**src/hw/rtl/knc_pkg.sv**
```systemverilog
`timescale 1ns / 1ps

package knc_pkg;

  localparam int CAPACITY     = 16;
  localparam int COORD_BITS   = 16;
  localparam int ID_BITS      = 16;
  localparam int DIST_BITS    = 2 * COORD_BITS + 2;
  localparam int SQ_BITS      = 2 * COORD_BITS;
  localparam int CNT_BITS     = $clog2(CAPACITY + 1);
  localparam int IDX_BITS     = (CAPACITY > 1) ? $clog2(CAPACITY) : 1;
  localparam int KLIM_BITS    = 5;
  localparam int CFG_IDX_BITS = 3;

  typedef enum logic [1:0] {
    OP_INSERT = 2'd0,
    OP_READ   = 2'd1,
    OP_CLEAR  = 2'd2
  } op_t;

  typedef enum logic [CFG_IDX_BITS-1:0] {
    CFG_CENTER_X  = 3'd0,
    CFG_CENTER_Y  = 3'd1,
    CFG_CENTER_Z  = 3'd2,
    CFG_RADIUS_SQ = 3'd3,
    CFG_K_LIMIT   = 3'd4
  } cfg_idx_t;

  typedef enum logic [2:0] {
    ST_IDLE,
    ST_DIST,
    ST_UPD,
    ST_EMIT,
    ST_ROT
  } state_t;

  typedef struct packed {
    logic [DIST_BITS-1:0] dist_sq;
    logic [ID_BITS-1:0]   id;
  } entry_t;

  typedef struct packed {
    logic   ins;
    logic   rot;
    logic   below_n;
    logic   at_n;
    entry_t item;
  } cell_ctl_t;

endpackage

```
**src/hw/rtl/knc_cell.sv**
```systemverilog
`timescale 1ns / 1ps

module knc_cell (
  input  logic                clk,
  input  knc_pkg::cell_ctl_t  ctl,
  input  knc_pkg::entry_t     lower_i,
  input  knc_pkg::entry_t     upper_i,
  input  logic                prev_gt_i,
  output logic                gt_o,
  output knc_pkg::entry_t     entry_o
);
  import knc_pkg::*;

  entry_t entry_r, entry_nxt;

  // A kept entry strictly farther than the new point moves up one place.
  assign gt_o = ctl.below_n && (entry_r.dist_sq > ctl.item.dist_sq);

  always_comb begin
    entry_nxt = entry_r;
    if (ctl.rot) begin
      entry_nxt = upper_i;
    end else if (ctl.ins) begin
      if (prev_gt_i) begin
        entry_nxt = lower_i;
      end else if (gt_o || ctl.at_n) begin
        entry_nxt = ctl.item;
      end
    end
  end

  always_ff @(posedge clk) begin
    entry_r <= entry_nxt;
  end

  assign entry_o = entry_r;

endmodule

```
**config.mk**
```make
export PLATFORM = sky130hd
export DESIGN_NAME = knc_cell
export DESIGN_NICKNAME = d
export VERILOG_FILES = /design/src/hw/rtl/knc_pkg.sv /design/src/hw/rtl/knc_cell.sv
export SDC_FILE = /design/constraint.sdc
export NUM_CORES = 1
export LEC_CHECK = 0
export BUFFER_PORTS_ARGS = -buffer_cell sky130_fd_sc_hd__buf_2
export CORE_UTILIZATION = 48
export DETAILED_ROUTE_END_ITERATION = 6
export GPL_ROUTABILITY_DRIVEN = 0
export GPL_TIMING_DRIVEN = 0
export PLACE_DENSITY_LB_ADDON = 0.3
export SLEW_MARGIN = 25
export SYNTH_ARGS = -nofsm -noshare
export SYNTH_HDL_FRONTEND = slang
export SYNTH_SLANG_ARGS = --single-unit
```
**constraint.sdc**
```tcl
create_clock -name clk -period 7 [get_ports clk]
set_input_delay 1.05 -clock clk [delete_from_list [all_inputs] [get_ports clk]]
set_output_delay 1.05 -clock clk [all_outputs]
set_load 0.02 [all_outputs]
```
==> impl_metrics.json <==
{
  "synthTopCellsByCount": "nand2_1 (63), o21ai_0 (55), edfxtp_1 (50), mux2i_1 (50), inv_1 (38)",
  "syn_inst": 346,
  "max_slew.worst_pin.slew_ns": 0.640,
  "antennaDiodeCount": 0,
  "vias": 3350,
  "ys_warn_count": 0,
  "rsz0062_at_grt": "false",
  "root_buffer": "clkbuf_8",
  "synth_area_per_cell_um2": 9.96,
  "yosysMostFrequentCell": "nand2_1",
  "total_leakage_power_nw": 2.51,
  "synth-edff-count": 50,
  "post-cts-setup-buffers": 0,
  "initial_core_util": 0.501,
  "synth_area_leaders": "edfxtp_1 (44%), mux2i_1 (15%), ha_1 (12%)",
  "seq_area_frac_synth": 0.436,
  "rows": 30,
  "fmax_mhz": 253,
  "netlist_area_mm2": 0.00344,
  "grt_pass1_vias": 3246,
  "nets": 750,
  "status": "complete, no violations",
  "antenna_found_initial": 0,
  "synthDistinctLibCells": 26,
  "totalWireLength_um": 9500,
  "pre_cts_ws_ns": 3.06,
  "min-delay-start": "upper_i[47]",
  "io_buffer_count": 204,
  "dieHeight_um": 86.7,
  "crit_type": "input pin to primary output",
  "ir_drop_v": 0.000110,
  "synth_compound_gate_area_share": 0.123,
  "die_area_mm2": 0.00752,
  "cts_tree": "yes",
  "cp.required_ns": 5.95,
  "top_level_ports": 207,
  "r2r-end": "entry_o[0]",
  "cts_buffer_depth": 2,
  "synthMuxAreaShare": 0.145,
  "via_per_inst": 5.10,
  "rrSetupSlack_ns": 3.85,
  "final.setup.tns_ns": 0,
  "grt_overflow_total": 0,
  "wire_per_inst_um": 14.5,
  "syn_to_final_growth_pct": 38.5,
  "max_slew_margin": 0.572,
  "hold_violations": 0,
  "ys_seq_elements": 50,
  "yosys.area.top_type": "edfxtp_1",
  "cts.hold.buffers_added": 0,
  "grt_start_max_net_pins": 17,
  "r2r-start": "entry_o[32]",
  "min_to": "entry_o[47]",
  "path_max_fanout": 3,
  "ctsResizeCount": 0,
  "antenna_left": 0,
  "core_area_mm2": 0.00687,
  "cts.htree.levels": 2,
  "fin_skew_ns": 0.00887,
  "drc": 0,
  "drv_cap": 0,
  "start_kind": "input pin",
  "end_kind": "primary output",
  "ys.flop_type": "edfxtp_1",
  "final_cells": 657,
  "place_area_mm2": 0.00463,
  "hold_depth": 3,
  "drv_slew": 0,
  "clock_latency_ns": 0.30,
  "hold_class": "input pin to register",
  "layout_setup_ws_ns": 3.04,
  "min_period_over_period": 0.565,
  "synth_fa_ha_area_frac": 0.124,
  "reg2regPathDepth": 9,
  "first_iter_violations": 101,
  "final_layout_size_suffix_gt1_frac": 0.405,
  "cts_buffers": 5,
  "grt_usage": 0.255,
  "synthSimpleGateAreaFrac": 0.105,
  "firstDrtPassIters": 4,
  "place_inst": 649,
  "setup_viol": 0,
  "clk_pin_slew_ns": 0.10,
  "largest_reg_flops": 50,
  "synthArstFlopShare": 0,
  "synth_xor_area_frac": 0,
  "arrival_ns": 2.91,
  "final_area_mm2": 0.00477,
  "die_x_um": 86.7,
  "grt_pass1_wl_um": 14600,
  "synth_top_cell_area_share": 0.436,
  "synthesis.nets": 536,
  "synth_top_family_by_area": "multiplexers",
  "post-dp-hpwl_um": 7840,
  "period_needed_ns": 3.96,
  "power_density_mw_per_mm2": 186,
  "cts_sinks": 50
}
-- layout make-up --
class | instances | area, µm²
Buffer | 17 | 86.3
Timing Repair Buffer | 207 | 1060
Sequential cell | 50 | 1500
Multi-Input combinational cell | 240 | 1720
Clock inverter | 3 | 68.8
Inverter | 39 | 146
Tap cell | 96 | 120
Clock buffer | 5 | 68.8
Fill cell | 568 | 2100
-- worst max-delay path, cell delays in order --
cell,delay (ns)
buf_2,0.09
inv_1,0.04
ha_1,0.32
nand4_1,0.19
inv_1,0.06
a221oi_1,0.37
o221ai_1,0.19
a31oi_1,0.35
nor2_1,0.09
buf_2,0.18
-- stage by stage --
stage          power [mW]  utilization  hold slack [ns]
2_1_floorplan       0.542            -             1.24
3_3_place_gp        0.641        0.668             1.33
3_5_place_dp        0.654        0.674             1.26
4_1_cts             0.897        0.695             1.01
5_1_grt             0.939        0.695             1.02
6_report            0.888        0.695             1.02
-- routing by layer --
metal	global-route usage	wire, µm
met1	0.293	3760
met4	0.0727	138
met5	0	0
met2	0.465	4900
met3	0.0657	699
-- cells in the final DEF (no fill, tap or decap), types with 2 or more instances in the layout --
cell / count
a21oi_1: 15
buf_6: 3
nor2_1: 4
ha_1: 34
nand4_1: 3
mux2i_1: 50
clkbuf_1: 11
nand4_2: 2
buf_2: 208
edfxtp_1: 50
o21ai_0: 55
a221oi_1: 2
o21ai_1: 2
inv_1: 38
clkbuf_8: 6
nand3_1: 2
bufinv_16: 2
nand2_1: 63
-- how the worst max path moves through the flow --
stage                  from  slack [ns]           to  cells past startpoint
finish              ctl[44]        3.04         gt_o                     10
global route        ctl[39]        2.89         gt_o                     10
CTS                 ctl[39]        3.08         gt_o                     10
detailed placement  ctl[32]        3.06   entry_o[1]                     11
global placement    ctl[32]        0.89  entry_o[13]                      9
floorplan           ctl[32]        2.09   entry_o[0]                      8
-- cell families after synthesis --
family	count (synthesis)
AOI/OAI and AO/OA	79
and+or+nand+nor	77
buffers and inverters	56
muxes	50
DFF	50
adders and majority gates	34
-- report_power, final --
group          internal [mW]  total (mW)  switching, mW
Clock                  0.143       0.242         0.0991
Combinational          0.109       0.262          0.153
Sequential             0.370       0.384         0.0140
Power figures use the tool's default switching activity.
