`src/hw/rtl/knc_pkg.sv`:
```
`timescale 1ns / 1ps

package knc_pkg;

  localparam int CAPACITY     = 16;
  localparam int COORD_BITS   = 16;
  localparam int ID_BITS      = 16;
  localparam int DIST_BITS    = 2 * COORD_BITS + 2;
  localparam int SQ_BITS      = 2 * COORD_BITS;
  localparam int CNT_BITS     = $clog2(CAPACITY + 1);
  localparam int IDX_BITS     = (CAPACITY > 1) ? $clog2(CAPACITY) : 1;
  localparam int KLIM_BITS    = 5;
  localparam int CFG_IDX_BITS = 3;

  typedef enum logic [1:0] {
    OP_INSERT = 2'd0,
    OP_READ   = 2'd1,
    OP_CLEAR  = 2'd2
  } op_t;

  typedef enum logic [CFG_IDX_BITS-1:0] {
    CFG_CENTER_X  = 3'd0,
    CFG_CENTER_Y  = 3'd1,
    CFG_CENTER_Z  = 3'd2,
    CFG_RADIUS_SQ = 3'd3,
    CFG_K_LIMIT   = 3'd4
  } cfg_idx_t;

  typedef enum logic [2:0] {
    ST_IDLE,
    ST_DIST,
    ST_UPD,
    ST_EMIT,
    ST_ROT
  } state_t;

  typedef struct packed {
    logic [DIST_BITS-1:0] dist_sq;
    logic [ID_BITS-1:0]   id;
  } entry_t;

  typedef struct packed {
    logic   ins;
    logic   rot;
    logic   below_n;
    logic   at_n;
    entry_t item;
  } cell_ctl_t;

endpackage

```
`src/hw/rtl/knc_dist.sv`:
```
`timescale 1ns / 1ps

module knc_dist (
  input  logic                                 clk,
  input  logic                                 rst_n,
  input  logic                                 start,
  input  logic signed [knc_pkg::COORD_BITS-1:0] px,
  input  logic signed [knc_pkg::COORD_BITS-1:0] py,
  input  logic signed [knc_pkg::COORD_BITS-1:0] pz,
  input  logic signed [knc_pkg::COORD_BITS-1:0] cx,
  input  logic signed [knc_pkg::COORD_BITS-1:0] cy,
  input  logic signed [knc_pkg::COORD_BITS-1:0] cz,
  output logic                                 done,
  output logic [knc_pkg::DIST_BITS-1:0]        dist_sq
);
  import knc_pkg::*;

  logic signed [COORD_BITS:0]     dx_r, dy_r, dz_r;
  logic signed [2*COORD_BITS+1:0] prod_x, prod_y, prod_z;
  logic [SQ_BITS-1:0]             sqx_r, sqy_r, sqz_r;
  logic [DIST_BITS-1:0]           dist_r;
  logic [2:0]                     vld_r;

  assign prod_x = dx_r * dx_r;
  assign prod_y = dy_r * dy_r;
  assign prod_z = dz_r * dz_r;

  always_ff @(posedge clk) begin
    if (start) begin
      dx_r <= {px[COORD_BITS-1], px} - {cx[COORD_BITS-1], cx};
      dy_r <= {py[COORD_BITS-1], py} - {cy[COORD_BITS-1], cy};
      dz_r <= {pz[COORD_BITS-1], pz} - {cz[COORD_BITS-1], cz};
    end
    sqx_r  <= prod_x[SQ_BITS-1:0];
    sqy_r  <= prod_y[SQ_BITS-1:0];
    sqz_r  <= prod_z[SQ_BITS-1:0];
    dist_r <= DIST_BITS'(sqx_r) + DIST_BITS'(sqy_r) + DIST_BITS'(sqz_r);
  end

  always_ff @(posedge clk) begin
    if (!rst_n) begin
      vld_r <= '0;
    end else begin
      vld_r <= {vld_r[1:0], start};
    end
  end

  assign done    = vld_r[2];
  assign dist_sq = dist_r;

endmodule

```
`config.mk`:
```
export PLATFORM = sky130hd
export DESIGN_NAME = knc_dist
export DESIGN_NICKNAME = d
export VERILOG_FILES = /design/src/hw/rtl/knc_pkg.sv /design/src/hw/rtl/knc_dist.sv
export SDC_FILE = /design/constraint.sdc
export NUM_CORES = 2
export LEC_CHECK = 0
export BUFFER_PORTS_ARGS = -buffer_cell sky130_fd_sc_hd__buf_2
export CAP_MARGIN = 20
export CORE_AREA = 5 5 291 293
export CTS_CLUSTER_DIAMETER = 30
export DETAILED_ROUTE_END_ITERATION = 10
export DIE_AREA = 0 0 296 298
export PLACE_DENSITY = 0.68
export SKIP_LAST_GASP = 1
export SYNTH_ARGS = -nofsm -noshare
export SYNTH_HDL_FRONTEND = slang
export SYNTH_SLANG_ARGS = --single-unit
export TNS_END_PERCENT = 20
```
`constraint.sdc`:
```
create_clock -name clk -period 8.84 [get_ports clk]
set_input_delay 1.326 -clock clk [delete_from_list [all_inputs] [get_ports clk]]
set_output_delay 1.326 -clock clk [all_outputs]
set_load 0.01 [all_outputs]
```
==> impl_metrics.py <==
metrics = {
    "clock_tree": {
        "root_buffer": "clkbuf_16",
        "cts_buffers": 17,
        "cts.sinks": 181,
        "cts_setup_buffers": 0,
        "clock_latency_ps": 490,
        "clkSlewWorstSetupHoldPaths_ps": 80,
        "cts.path.max_buffers": 2,
        "postCtsResizedCells": 0,
        "cts_tree": "built",
        "htree_levels": 4,
        "holdBufCountCts": 0,
    },
    "cells_and_area": {
        "drive_gt1_frac": 0.0526,
        "final_cells": 4951,
        "synthToLayoutAreaGrowth_pct": 6.76,
        "diodes": 0,
        "fin_nets": 5101,
        "utilization": 0.476,
        "fill_cells": 7665,
        "final_area_mm2": 0.0388,
    },
    "yosys": {
        "async_flop_share": 0,
        "ys_seq_area_frac": 0.114,
        "syn_area_per_cell_um2": 9.64,
        "ys_ff_latch": 181,
        "ys.flop_type": "dfxtp_1",
        "ys_types": 60,
        "ys_warn_count": 0,
        "synthTopCellsByArea": "fa_1 (44%), ha_1 (11%), inv_1 (11%)",
        "yosysTopAreaCell": "fa_1",
        "synth_enable_flop_cells": 51,
        "netlist_instances": 3774,
        "yosysMostFrequentCell": "inv_1",
        "synth.top_cell.area_share": 0.442,
        "synth_area_mm2": 0.0364,
        "synthTopCellsByCount": "inv_1 (1089), fa_1 (803), ha_1 (331)",
    },
    "timing": {
        "skew_ps": 21.2,
        "rsz0062_at_grt": "no",
        "slew_viol_final": 0,
        "setup_tns_ps": 0,
        "max_freq_mhz": 144,
        "relSlewSlack": 0.393,
        "timing.final.crit_share": 0.788,
        "min_period_ps": 6970,
        "setup_viol": 0,
        "hold_viol": 0,
        "worst_slew_pin_slew_ps": 910,
    },
    "floorplanning": {
        "coreArea_mm2": 0.0816,
        "start_util": 0.446,
        "ios": 134,
        "fp.dieArea_mm2": 0.0882,
        "rows": 105,
        "die_height_um": 298,
        "die_x_um": 296,
    },
    "min_path": {
        "holdCritPathClass": "reg -> reg",
    },
    "routing": {
        "viasPerCell": 4.83,
        "wl_per_cell_um": 15.1,
        "finalWirelength_um": 74600,
        "drc_errors": 0,
        "dr.pass1.iters": 5,
        "ant_nets": 0,
        "num_vias": 23900,
        "first_iter_violations": 1147,
    },
    "critical_path": {
        "cp.required_ps": 9260,
        "critPathKind": "reg -> reg",
        "cp_max_fo": 20,
        "critPathLaunchType": "flop",
        "worstPathArrival_ps": 7390,
        "cp-end-kind": "flop",
    },
    "placement": {
        "place_congestion": 0.884,
        "hpwl_um": 63000,
        "numPortBuffers": 133,
        "place_inst": 4919,
        "post_dp_cell_area_mm2": 0.0382,
    },
    "grt": {
        "first_global_vias": 26700,
        "antenna_found_initial": 2,
        "grtUsageTotal": 0.182,
        "grt_first_pass_wirelength_um": 131000,
        "gr-total-overflow": 0,
        "grt_max_degree": 53,
    },
    "run": {
        "cap_violations": 0,
    },
    "outcome": {
        "status": "finished, final reports clean",
    },
}
[sequential cells by signal, summed over array words and instances, names as in the netlist]
register	flops
dist_sq	34
vld_r	3
sqx_r	31
dy_r	17
dx_r	17
sqy_r	31
sqz_r	31
dz_r	17
[metal layers]
layer | vias to the layer above | routed length [um] | share of wire | GRT usage
li1 | 11300 | - | - | -
met1 | 12100 | 32600 | 0.44 | 0.244
met2 | 410 | 37400 | 0.50 | 0.317
met3 | 83 | 2970 | 0.040 | 0.0262
met4 | 2 | 1610 | 0.022 | 0.0404
met5 | - | 13 | 0.00017 | 0
[final cells by class]
| cell class | count | area, um^2 | area share |
|---|---|---|---|
| inverter | 1089 | 4090 | 0.105 |
| clock buffer | 18 | 450 | 0.0116 |
| timing repair buffer | 140 | 718 | 0.0185 |
| tap | 1070 | 1340 | 0.0345 |
| multi-input combinational | 2439 | 27900 | 0.719 |
| sequential | 181 | 4130 | 0.106 |
| clock inverter | 14 | 195 | 0.00503 |
[cells by family after synthesis]
kind of cell / Yosys count / share of synthesized area
compound gates: 332 / 0.0619
flops: 181 / 0.114
fa+ha+maj: 1134 / 0.556
buf+inv: 1156 / 0.119
xor+xnor: 192 / 0.0462
mux: 3 / 0.000929
simple gates: 775 / 0.102
other cells: 1 / 0.000103
[per-stage QoR]
| stage | hold slack, ps | setup slack [ps] |
|---|---|---|
| after floorplan | 406 | 2440 |
| after global placement | 408 | 1950 |
| after detailed placement | 415 | 1910 |
| after CTS | 434 | 1880 |
| after global routing | 467 | 1340 |
| final | 430 | 1870 |
[critical path: stages, from the launching register on]
cell	delay, ps
edfxtp_1	880
nand2_1	200
inv_1	190
fa_1	520
fa_1	550
fa_1	450
fa_1	520
fa_1	490
inv_1	50
fa_1	470
inv_1	40
ha_1	340
nand2_1	70
nor2_1	260
nand3_1	110
nor4_1	570
o211ai_1	270
a311oi_1	350
o21ai_0	190
o21ai_0	250
xnor2_1	140
[worst paths after layout]
kind,startpoint,end,slack [ps],depth (start not counted)
min,vld_r[0]$_SDFF_PN0_,vld_r[1]$_SDFF_PN0_,430,1
max reg2reg,dy_r[2]$_DFFE_PP_,sqy_r[31]$_DFF_P_,1870,20
max,dy_r[2]$_DFFE_PP_,sqy_r[31]$_DFF_P_,1870,20
min reg2reg,vld_r[0]$_SDFF_PN0_,vld_r[1]$_SDFF_PN0_,430,1
[cell usage in the layout, fill, tap and decap left out, types with 47 or more instances in the layout]
master    synthesis  routed
inv_1          1089    1089
fa_1            803     803
ha_1            331     331
nand2_1         279     279
and2_1          171     171
xnor2_1         160     160
nor2_1          157     157
buf_2             0     133
dfxtp_1         130     130
a21oi_1          98      98
o21ai_0          55      55
nor2b_1          52      52
edfxtp_1         51      51
a21o_1           47      47
Power is not shown: default switching activity piles up to over one toggle a cycle in this logic, so the estimate is an artifact.
